<file path="config.mk">
export PLATFORM = sky130hd
export DESIGN_NAME = time_slot_upsampler
export DESIGN_NICKNAME = d
export VERILOG_FILES = /design/src/ts_ups_pkg.sv /design/src/time_slot_upsampler.sv /design/src/ts_ups_div.sv
export SDC_FILE = /design/constraint.sdc
export NUM_CORES = 2
export LEC_CHECK = 0
export BUFFER_PORTS_ARGS = -buffer_cell sky130_fd_sc_hd__buf_2
export CAP_MARGIN = 20
export CORE_AREA = 2 2 316 318
export CTS_CLUSTER_SIZE = 20
export DETAILED_ROUTE_END_ITERATION = 16
export DIE_AREA = 0 0 318 320
export PLACE_DENSITY = 0.78
export SETUP_SLACK_MARGIN = 0.02
export SLEW_MARGIN = 20
export SYNTH_ARGS = -nofsm -noshare
export SYNTH_HDL_FRONTEND = slang
export SYNTH_HIERARCHICAL = 1
export SYNTH_SLANG_ARGS = --single-unit
</file>
<file path="constraint.sdc">
create_clock -name i_clk -period 22.4 [get_ports i_clk]
set_input_delay 6.72 -clock i_clk [delete_from_list [all_inputs] [get_ports i_clk]]
set_output_delay 6.72 -clock i_clk [all_outputs]
set_load 0.01 [all_outputs]
</file>
<file path="src/ts_ups_pkg.sv">
// Shared types, widths and helpers for the time slot upsampler.
`timescale 1ns / 1ps
`default_nettype none

package ts_ups_pkg;

    localparam int TIME_W   = 60;
    localparam int EXP_W    = 40;
    localparam int IVL_W    = 40;
    localparam int TAG_W    = 16;
    localparam int STEP_W   = 5;
    localparam int IDX_W    = 4;
    localparam int CFG_IDX_W = 2;
    localparam int CFG_DW   = 40;
    localparam int MAX_STEP = 16;
    localparam int ACC_W    = TIME_W + 1;

    localparam logic [TIME_W-1:0] TIME_MAX = {TIME_W{1'b1}};

    localparam logic [CFG_IDX_W-1:0] CFG_TIMESTEP  = 2'd0;
    localparam logic [CFG_IDX_W-1:0] CFG_SLOT_IVL  = 2'd1;
    localparam logic [CFG_IDX_W-1:0] CFG_SUB_IVL   = 2'd2;
    localparam logic [CFG_IDX_W-1:0] CFG_NEAR_TOL  = 2'd3;

    localparam logic [STEP_W-1:0] TIMESTEP_RST = STEP_W'(2);

    // input word command
    typedef enum logic {
        CMD_SLOT   = 1'b0,
        CMD_FINISH = 1'b1
    } t_cmd;

    typedef enum logic [2:0] {
        ST_IDLE,
        ST_PREP,
        ST_INIT,
        ST_SCAN,
        ST_FINAL
    } t_state;

    typedef struct packed {
        logic              start;
        logic [EXP_W-1:0]  dividend;
        logic [STEP_W-1:0] divisor;
    } t_div_req;

    typedef struct packed {
        logic             busy;
        logic [EXP_W-1:0] quot;
    } t_div_rsp;

    // Sub-slots per slot: zero reads as one, anything past the bound is clamped.
    function automatic logic [STEP_W-1:0] eff_step(input logic [STEP_W-1:0] ts);
        logic [STEP_W-1:0] s;
        s = ts;
        if (ts == '0) begin
            s = STEP_W'(1);
        end else if (ts > STEP_W'(MAX_STEP)) begin
            s = STEP_W'(MAX_STEP);
        end
        return s;
    endfunction

    // Clamp an unsaturated time accumulator to the 60-bit time range.
    function automatic logic [TIME_W-1:0] sat_time(input logic [ACC_W-1:0] acc);
        return acc[ACC_W-1] ? TIME_MAX : acc[TIME_W-1:0];
    endfunction

endpackage

`default_nettype wire

</file>
<file path="src/time_slot_upsampler.sv">
// Top level of the time slot upsampler: sequencer, held slot state and output stage.
`timescale 1ns / 1ps
`default_nettype none

// Splits each incoming time slot into timestep sub-slots and releases the
// sub-slots of the previous slot when the next one arrives (or on a finish
// word). Times are unsigned ticks of 2^-20 s. One word is processed at a time;
// the input is not ready while the sequencer runs. For a new-slot word the
// sub-exposure comes from a bit-serial divider, one bit per cycle over 40
// bits, while the flush scan steps past, compares or emits the held
// sub-slots; the new slot is taken over only once the divide is done.
// A finish word emits every held sub-slot not yet emitted, then clears
// the held slot.
// Back-pressure on the output stalls the scan. Results go through an output
// register with one pending stage behind it, so o_last can be set on the
// final result of each input word; the next input word is taken while the
// last result still waits in the output register. Configuration writes are
// expected only while the block is idle.
module time_slot_upsampler
    import ts_ups_pkg::*;
(
    input  wire logic                 i_clk,
    input  wire logic                 i_rst_n,
    // configuration write port
    input  wire logic                 i_cfg_we,
    input  wire logic [CFG_IDX_W-1:0] i_cfg_idx,
    input  wire logic [CFG_DW-1:0]    i_cfg_data,
    // input words
    input  wire logic                 i_in_valid,
    output logic                      o_in_ready,
    input  wire logic                 i_cmd,
    input  wire logic [TIME_W-1:0]    i_slot_time,
    input  wire logic [EXP_W-1:0]     i_exposure,
    input  wire logic                 i_all_flagged,
    input  wire logic [TAG_W-1:0]     i_slot_tag,
    // result words
    output logic                      o_out_valid,
    input  wire logic                 i_out_ready,
    output logic [TAG_W-1:0]          o_src_tag,
    output logic [IDX_W-1:0]          o_sub_index,
    output logic [TIME_W-1:0]         o_sub_time,
    output logic [EXP_W-1:0]          o_sub_exposure,
    output logic                      o_last
);

    // configuration
    logic [STEP_W-1:0] r_timestep;
    logic [IVL_W-1:0]  r_slot_ivl;
    logic [IVL_W-1:0]  r_sub_ivl;
    logic [IVL_W-1:0]  r_near_tol;

    t_state r_state, n_state;

    // held slot
    logic              r_hv, n_hv;
    logic [TAG_W-1:0]  r_htag, n_htag;
    logic [TIME_W-1:0] r_hstart, n_hstart;
    logic [EXP_W-1:0]  r_hexp, n_hexp;
    logic [STEP_W-1:0] r_ftf, n_ftf;

    // captured input word
    logic              r_fin, n_fin;
    logic [TIME_W-1:0] r_time, n_time;
    logic              r_flag, n_flag;
    logic [TAG_W-1:0]  r_tag, n_tag;

    // scan working state
    logic [TIME_W-1:0] r_nstart, n_nstart;
    logic [ACC_W-1:0]  r_pacc, n_pacc;   // held sub-slot time, unsaturated
    logic [ACC_W-1:0]  r_nacc, n_nacc;   // new sub-slot time, unsaturated
    logic [STEP_W-1:0] r_p, n_p;
    logic [STEP_W-1:0] r_c, n_c;
    logic [STEP_W-1:0] r_ftf_new, n_ftf_new;
    logic              r_stop, n_stop;

    // pending result (one behind the output register)
    logic              r_pd_v, n_pd_v;
    logic [IDX_W-1:0]  r_pd_idx, n_pd_idx;
    logic [TIME_W-1:0] r_pd_time, n_pd_time;

    // output register
    logic              r_ov, n_ov;
    logic [TAG_W-1:0]  r_o_tag, n_o_tag;
    logic [IDX_W-1:0]  r_o_idx, n_o_idx;
    logic [TIME_W-1:0] r_o_time, n_o_time;
    logic [EXP_W-1:0]  r_o_exp, n_o_exp;
    logic              r_o_last, n_o_last;

    t_div_req div_req;
    t_div_rsp div_rsp;

    logic [STEP_W-1:0] step;
    logic [TIME_W-1:0] half_slot;
    logic [ACC_W-1:0]  sub61;
    logic [ACC_W-1:0]  half_sub61;
    logic [TIME_W-1:0] pt, nt;
    logic [TIME_W:0]   d_pn;
    logic [TIME_W-1:0] d_abs;
    logic              gt, is_near, c_ok;
    logic              out_free, emit_req, emit_ok, push_last;
    logic              in_acc;

    assign step       = eff_step(r_timestep);
    assign half_slot  = TIME_W'(r_slot_ivl >> 1);
    assign sub61      = ACC_W'(r_sub_ivl);
    assign half_sub61 = ACC_W'(r_sub_ivl >> 1);
    assign in_acc     = i_in_valid && o_in_ready;

    // Shared compare unit: held sub-slot time against new sub-slot time.
    assign pt      = sat_time(r_pacc);
    assign nt      = sat_time(r_nacc);
    assign d_pn    = {1'b0, pt} - {1'b0, nt};
    assign d_abs   = d_pn[TIME_W] ? (nt - pt) : d_pn[TIME_W-1:0];
    assign gt      = !d_pn[TIME_W] && (d_pn != '0);
    assign is_near = d_abs <= TIME_W'(r_near_tol);
    assign c_ok    = r_c < step;

    assign out_free = !r_ov || i_out_ready;
    assign emit_ok  = !r_pd_v || out_free;

    assign div_req.start    = in_acc && (i_cmd == CMD_SLOT);
    assign div_req.dividend = i_exposure;
    assign div_req.divisor  = step;

    ts_ups_div u_div (
        .i_clk   (i_clk),
        .i_rst_n (i_rst_n),
        .i_req   (div_req),
        .o_rsp   (div_rsp)
    );

    always_comb begin
        n_state   = r_state;
        n_hv      = r_hv;
        n_htag    = r_htag;
        n_hstart  = r_hstart;
        n_hexp    = r_hexp;
        n_ftf     = r_ftf;
        n_fin     = r_fin;
        n_time    = r_time;
        n_flag    = r_flag;
        n_tag     = r_tag;
        n_nstart  = r_nstart;
        n_pacc    = r_pacc;
        n_nacc    = r_nacc;
        n_p       = r_p;
        n_c       = r_c;
        n_ftf_new = r_ftf_new;
        n_stop    = r_stop;
        n_pd_v    = r_pd_v;
        n_pd_idx  = r_pd_idx;
        n_pd_time = r_pd_time;
        n_ov      = r_ov && !i_out_ready;
        n_o_tag   = r_o_tag;
        n_o_idx   = r_o_idx;
        n_o_time  = r_o_time;
        n_o_exp   = r_o_exp;
        n_o_last  = r_o_last;
        emit_req  = 1'b0;
        push_last = 1'b0;

        case (r_state)
            ST_IDLE: begin
                if (in_acc) begin
                    n_fin   = (i_cmd == CMD_FINISH);
                    n_time  = i_slot_time;
                    n_flag  = i_all_flagged;
                    n_tag   = i_slot_tag;
                    n_state = ST_PREP;
                end
            end
            ST_PREP: begin
                // start of the new slot, floored at zero
                n_nstart = (r_time > half_slot) ? (r_time - half_slot) : '0;
                n_state  = ST_INIT;
            end
            ST_INIT: begin
                n_pacc    = ACC_W'(r_hstart) + half_sub61;
                n_nacc    = ACC_W'(r_nstart) + half_sub61;
                n_p       = '0;
                n_c       = '0;
                n_ftf_new = r_ftf;
                n_stop    = 1'b0;
                n_state   = r_hv ? ST_SCAN : ST_FINAL;
            end
            ST_SCAN: begin
                if (r_stop || r_p >= step) begin
                    n_state = ST_FINAL;
                end else if (r_p < r_ftf) begin
                    // already emitted earlier: step past it
                    n_p    = r_p + STEP_W'(1);
                    n_pacc = r_pacc + sub61;
                end else if (!r_fin && c_ok && gt && !is_near) begin
                    n_c    = r_c + STEP_W'(1);
                    n_nacc = r_nacc + sub61;
                end else if (!r_fin && c_ok && is_near && !r_flag) begin
                    // duplicate replaced by the new slot: flush ends here
                    n_stop    = 1'b1;
                    n_ftf_new = '0;
                end else begin
                    emit_req = 1'b1;
                    if (emit_ok) begin
                        n_p       = r_p + STEP_W'(1);
                        n_pacc    = r_pacc + sub61;
                        n_ftf_new = (!r_fin && c_ok && is_near) ?
                                    (r_c + STEP_W'(1)) : '0;
                    end
                end
            end
            ST_FINAL: begin
                if (r_pd_v) begin
                    push_last = out_free;
                end else if (r_fin) begin
                    n_hv    = 1'b0;
                    n_htag  = '0;
                    n_hstart = '0;
                    n_hexp  = '0;
                    n_ftf   = '0;
                    n_state = ST_IDLE;
                end else if (!div_rsp.busy) begin
                    n_hv     = 1'b1;
                    n_htag   = r_tag;
                    n_hstart = r_nstart;
                    n_hexp   = div_rsp.quot;
                    n_ftf    = r_ftf_new;
                    n_state  = ST_IDLE;
                end
            end
            default: begin
                n_state = ST_IDLE;
            end
        endcase

        // pending stage -> output register; new result -> pending stage
        if ((emit_req && emit_ok && r_pd_v) || push_last) begin
            n_ov     = 1'b1;
            n_o_tag  = r_htag;
            n_o_idx  = r_pd_idx;
            n_o_time = r_pd_time;
            n_o_exp  = r_hexp;
            n_o_last = push_last;
        end
        if (push_last) begin
            n_pd_v = 1'b0;
        end
        if (emit_req && emit_ok) begin
            n_pd_v    = 1'b1;
            n_pd_idx  = r_p[IDX_W-1:0];
            n_pd_time = pt;
        end
    end

    always_ff @(posedge i_clk) begin
        if (!i_rst_n) begin
            r_state <= ST_IDLE;
        end else begin
            r_state <= n_state;
        end
    end

    always_ff @(posedge i_clk) begin
        if (!i_rst_n) begin
            r_timestep <= TIMESTEP_RST;
            r_slot_ivl <= '0;
            r_sub_ivl  <= '0;
            r_near_tol <= '0;
        end else if (i_cfg_we) begin
            case (i_cfg_idx)
                CFG_TIMESTEP: r_timestep <= i_cfg_data[STEP_W-1:0];
                CFG_SLOT_IVL: r_slot_ivl <= i_cfg_data[IVL_W-1:0];
                CFG_SUB_IVL:  r_sub_ivl  <= i_cfg_data[IVL_W-1:0];
                CFG_NEAR_TOL: r_near_tol <= i_cfg_data[IVL_W-1:0];
                default: begin
                end
            endcase
        end
    end

    always_ff @(posedge i_clk) begin
        if (!i_rst_n) begin
            r_hv   <= 1'b0;
            r_ftf  <= '0;
            r_pd_v <= 1'b0;
            r_ov   <= 1'b0;
        end else begin
            r_hv   <= n_hv;
            r_ftf  <= n_ftf;
            r_pd_v <= n_pd_v;
            r_ov   <= n_ov;
        end
        r_htag    <= n_htag;
        r_hstart  <= n_hstart;
        r_hexp    <= n_hexp;
        r_fin     <= n_fin;
        r_time    <= n_time;
        r_flag    <= n_flag;
        r_tag     <= n_tag;
        r_nstart  <= n_nstart;
        r_pacc    <= n_pacc;
        r_nacc    <= n_nacc;
        r_p       <= n_p;
        r_c       <= n_c;
        r_ftf_new <= n_ftf_new;
        r_stop    <= n_stop;
        r_pd_idx  <= n_pd_idx;
        r_pd_time <= n_pd_time;
        r_o_tag   <= n_o_tag;
        r_o_idx   <= n_o_idx;
        r_o_time  <= n_o_time;
        r_o_exp   <= n_o_exp;
        r_o_last  <= n_o_last;
    end

    assign o_in_ready     = (r_state == ST_IDLE);
    assign o_out_valid    = r_ov;
    assign o_src_tag      = r_o_tag;
    assign o_sub_index    = r_o_idx;
    assign o_sub_time     = r_o_time;
    assign o_sub_exposure = r_o_exp;
    assign o_last         = r_o_last;

endmodule

`default_nettype wire

</file>
<file path="src/ts_ups_div.sv">
// Bit-serial restoring divider: exposure by sub-slot count, one quotient bit a cycle.
`timescale 1ns / 1ps
`default_nettype none

module ts_ups_div
    import ts_ups_pkg::*;
(
    input  wire logic     i_clk,
    input  wire logic     i_rst_n,
    input  wire t_div_req i_req,
    output t_div_rsp      o_rsp
);

    localparam int CNT_W = $clog2(EXP_W);

    logic              r_busy, n_busy;
    logic [CNT_W-1:0]  r_cnt, n_cnt;
    logic [EXP_W-1:0]  r_q, n_q;
    logic [STEP_W-1:0] r_r, n_r;
    logic [STEP_W-1:0] r_d, n_d;
    logic [STEP_W:0]   trial;

    always_comb begin
        n_busy = r_busy;
        n_cnt  = r_cnt;
        n_q    = r_q;
        n_r    = r_r;
        n_d    = r_d;
        trial  = {r_r, r_q[EXP_W-1]};
        if (i_req.start) begin
            n_busy = 1'b1;
            n_cnt  = '0;
            n_q    = i_req.dividend;
            n_r    = '0;
            n_d    = i_req.divisor;
        end else if (r_busy) begin
            if (trial >= {1'b0, r_d}) begin
                n_r = STEP_W'(trial - {1'b0, r_d});
                n_q = {r_q[EXP_W-2:0], 1'b1};
            end else begin
                n_r = trial[STEP_W-1:0];
                n_q = {r_q[EXP_W-2:0], 1'b0};
            end
            n_cnt = r_cnt + CNT_W'(1);
            if (r_cnt == CNT_W'(EXP_W - 1)) begin
                n_busy = 1'b0;
            end
        end
    end

    always_ff @(posedge i_clk) begin
        if (!i_rst_n) begin
            r_busy <= 1'b0;
        end else begin
            r_busy <= n_busy;
        end
        r_cnt <= n_cnt;
        r_q   <= n_q;
        r_r   <= n_r;
        r_d   <= n_d;
    end

    assign o_rsp.busy = r_busy;
    assign o_rsp.quot = r_q;

endmodule

`default_nettype wire
</file>
==> results.py <==
metrics = {
    "run_status": {
        "outcome": "finished clean",
    },
    "yosys": {
        "synth_edf_count": 622,
        "synth-seq-cells": 769,
        "yosys.area_share.adder_pct": 9.81,
        "postSynthCellCount": 5168,
        "syn_nets": 5718,
        "post_synthesis_compound_gate_area_fraction_pct": 18.2,
        "post_synthesis_mux_area_share_pct": 2.08,
        "ys_seq_area_share_pct": 43.5,
        "netlist-cell-type-count": 105,
        "post_synth.cell_area_avg_um2": 9.62,
        "ys_async_sr_fraction_pct": 0,
        "yosys.area_share.xor_xnor_pct": 6.04,
        "yosys_warnings": 6,
        "post_synth_and_or_nand_nor_area_fraction_pct": 16.4,
        "main_combinational_cell_family_by_area_after_synthesis": "compound AO/OA/AOI/OAI gates",
        "yosys_most_used_dff": "sky130_fd_sc_hd__edfxtp_1",
        "syn_area_mm2": 0.0497,
    },
    "finish": {
        "final_common_cell": "sky130_fd_sc_hd__edfxtp_1",
        "layout.cells.most_common_list": "622 x sky130_fd_sc_hd__edfxtp_1, 564 x sky130_fd_sc_hd__nand2_1, 412 x sky130_fd_sc_hd__a21oi_1",
        "post_synthesis_to_final_layout_area_growth_pct": 10.9,
        "finalNetCount": 5935,
        "drive_gt1_share_pct": 11.7,
    },
    "setup_path": {
        "worst_ep_arrival_time_ns": 10.38,
        "worstSetupStartpointType": "flop",
        "worst_path_dominant_cell_family": "compound AO/OA/AOI/OAI gates",
        "crit_path_start": "r_pacc[60]",
        "regToRegSetupSlack_ns": 12.30,
        "critical-path-slowest-cell": "sky130_fd_sc_hd__buf_4",
        "timing_worst_setup_path_type": "flop to flop",
        "cpPeakStageDelay_ns": 0.72,
        "critical_path_peak_fanout": 60,
        "worst_r2r_path_depth": 30,
        "path_common_cell": "sky130_fd_sc_hd__buf_4",
        "critical_path.n_buffers_inverters": 4,
        "timing.rr.start": "r_pacc[60]",
        "cp_data_required_time_ns": 22.68,
        "end_kind": "flop",
        "reg2reg_to": "o_sub_time[3]",
    },
    "global_route": {
        "antenna_found_initial": 15,
        "grt_start_max_net_pins": 88,
        "wire_length_of_the_first_global_routing_pass_um": 230000,
        "grt-ovfl-total": 0,
        "vias_in_the_first_global_route": 39000,
        "globalRouteTotalUtil_pct": 29.2,
    },
    "cts": {
        "cts-htree-levels": 3,
        "cts_setup_buffers": 0,
        "root_cell_of_the_clock_tree": "sky130_fd_sc_hd__clkbuf_16",
        "tritoncts": "built",
        "cts_buffers": 83,
        "hold_bufs_at_cts": 0,
        "post_cts_clock_slew_at_the_launch_and_capture_registers_of_the_worst_setup_and_hold_paths_ns": 0.06,
        "clkSinkCount": 769,
        "cts-resized-gates": 0,
        "clock_latency_on_the_worst_skew_pair_ns": 0.70,
        "clock_tree.buffer_depth": 3,
    },
    "detailed_routing": {
        "avgRoutedWirePerCell_um": 22.4,
        "via_count": 40500,
        "post_drt_via_cell_ratio": 6.00,
        "count_of_routing_violations_after_the_opening_detailed_route_iteration": 4436,
        "drt-pass1-iter-count": 6,
        "detail-route-antenna-nets": 0,
        "drcViolationCount": 0,
        "postRouteWirelength_um": 151000,
    },
    "timing": {
        "report.final.hold_viol_count": 0,
        "setup_total_negative_slack_ns": 0,
        "finalClockSkew_ns": 0.0511,
        "period_minus_slack_ns": 10.10,
        "period_share_pct": 45.1,
        "max_clock_freq_mhz": 99.0,
        "relSlewSlack_pct": 26.7,
        "setup_viol_count_final": 0,
        "timing.final.max_slew_violations": 0,
        "whs_ns": 0.412,
        "setup_repair_after_global_routing_missed_its_margin": "no",
        "tightestPinTransition_ns": 1.09,
    },
    "floorplanning": {
        "num_io_pins": 288,
        "floorplan.initialDensity_pct": 50.7,
        "fp.dieH_um": 320,
        "die_width_um": 318,
        "placement_rows": 115,
        "die_footprint_mm2": 0.102,
        "design.core.area_mm2": 0.0980,
    },
    "power": {
        "pwr-share-clk_pct": 18.9,
        "power.internal_mw": 4.14,
        "p_leak_nw": 21.9,
        "power.combinational.fraction_pct": 52.3,
        "switching_share_of_power_pct": 44.9,
        "switching_power_mw": 3.37,
        "seqPwrFrac_pct": 28.8,
        "power_density_mw_per_mm2": 136,
        "peakVddDrop_mv": 0.0824,
    },
    "placed_design": {
        "routabilityCongestion": 1.01,
        "quantity_of_i_o_buffers_inserted_on_ports": 287,
        "post-dp-hpwl_um": 117000,
    },
    "hold_path": {
        "hold-path-cell-count": 0,
        "holdCritStartpoint": "r_htag[1]",
        "holdPathEnd": "o_src_tag[1]",
        "worst_hold_path_type": "flop to flop",
    },
    "flow_run": {
        "maxCapViolCount": 0,
    },
}
per-layer routing:
metal	share of wire (%)	track usage, %
met4	3.6	11.1
met1	44	42.2
met5	0.0099	0
met2	43	43.6
met3	9.6	4.84
power groups by stage:
stage | registers [mW] | clock network, mW | logic (mW)
6_report | 2.16 | 1.42 | 3.92
5_1_grt | 2.18 | 1.50 | 4.26
4_1_cts | 2.14 | 1.44 | 3.83
3_5_place_dp | 2.17 | 0 | 3.80
3_3_place_gp | 2.17 | 0 | 3.77
2_1_floorplan | 2.07 | 0 | 2.77
cell usage after synthesis, types with 89 or more instances:
| library cell | n | area share (%) |
|---|---|---|
| sky130_fd_sc_hd__edfxtp_1 | 622 | 38 |
| sky130_fd_sc_hd__nand4_1 | 90 | 1.1 |
| sky130_fd_sc_hd__nand2_1 | 565 | 4.3 |
| sky130_fd_sc_hd__ha_1 | 377 | 9.5 |
| sky130_fd_sc_hd__nor2_1 | 375 | 2.8 |
| sky130_fd_sc_hd__dfxtp_1 | 147 | 5.9 |
| sky130_fd_sc_hd__nand3_1 | 99 | 1.0 |
| sky130_fd_sc_hd__a21oi_1 | 413 | 4.2 |
| sky130_fd_sc_hd__or2_2 | 89 | 1.1 |
| sky130_fd_sc_hd__o21ai_0 | 236 | 2.4 |
| sky130_fd_sc_hd__nor2b_1 | 157 | 2.0 |
| sky130_fd_sc_hd__inv_1 | 313 | 2.4 |
| sky130_fd_sc_hd__clkbuf_1 | 107 | 0.81 |
| sky130_fd_sc_hd__a21o_1 | 187 | 2.8 |
| sky130_fd_sc_hd__a21boi_0 | 147 | 2.2 |
| sky130_fd_sc_hd__xor2_1 | 159 | 2.8 |
| sky130_fd_sc_hd__xnor2_1 | 184 | 3.2 |
state kept, by name, indices dropped and copies added (netlist names), 60 cells and up:
signal and count:
r_time 60, r_pd_time 60, r_pacc 61, r_nacc 61
r_hstart 60, r_nstart 60, o_sub_time 60
metrics by stage:
stage | setup slack (ns) | cell area [um^2] | utilization [%] | std cells | power, mW
6_report | 12.30 | 55100 | 56.3 | 6752 | 7.50
5_1_grt | 11.71 | 55100 | 56.3 | 6752 | 7.94
4_1_cts | 12.39 | 55100 | 56.2 | 6742 | 7.42
3_5_place_dp | 12.48 | 52300 | 53.3 | 6587 | 5.97
3_3_place_gp | 12.72 | 52300 | 53.3 | 6587 | 5.93
2_1_floorplan | 9.01 | 49700 | - | 5168 | 4.84
cells by family after synthesis:
| kind of cell | Yosys count |
|---|---|
| AO/OA/AOI/OAI | 1385 |
| XOR/XNOR | 343 |
| adder cells (fa/ha/maj) | 385 |
| buffers and inverters | 500 |
| flip-flops | 769 |
| multiplexers | 98 |
| AND/OR/NAND/NOR | 1688 |
how the worst max path moves through the flow:
stage                      to  slack, ns  cells past startpoint
4_1_cts         o_sub_time[3]      12.39                     31
3_5_place_dp   o_sub_time[10]      12.48                     31
2_1_floorplan          o_last       9.01                      3
3_3_place_gp   o_sub_time[10]      12.72                     31
5_1_grt        o_sub_time[12]      11.71                     31
6_report        o_sub_time[3]      12.30                     30
final cells by class:
class                   instances  area (um^2)
fillers                      8530        42900
multi-input cells            3899        26200
flip-flops and latches        769        21600
clock buffers                 109         2270
repair buffers                317         1660
well taps                    1287         1610
inverters                     315         1190
clock inverters                46          567
diodes                         10         25.0
Power figures use the tool's default switching activity.
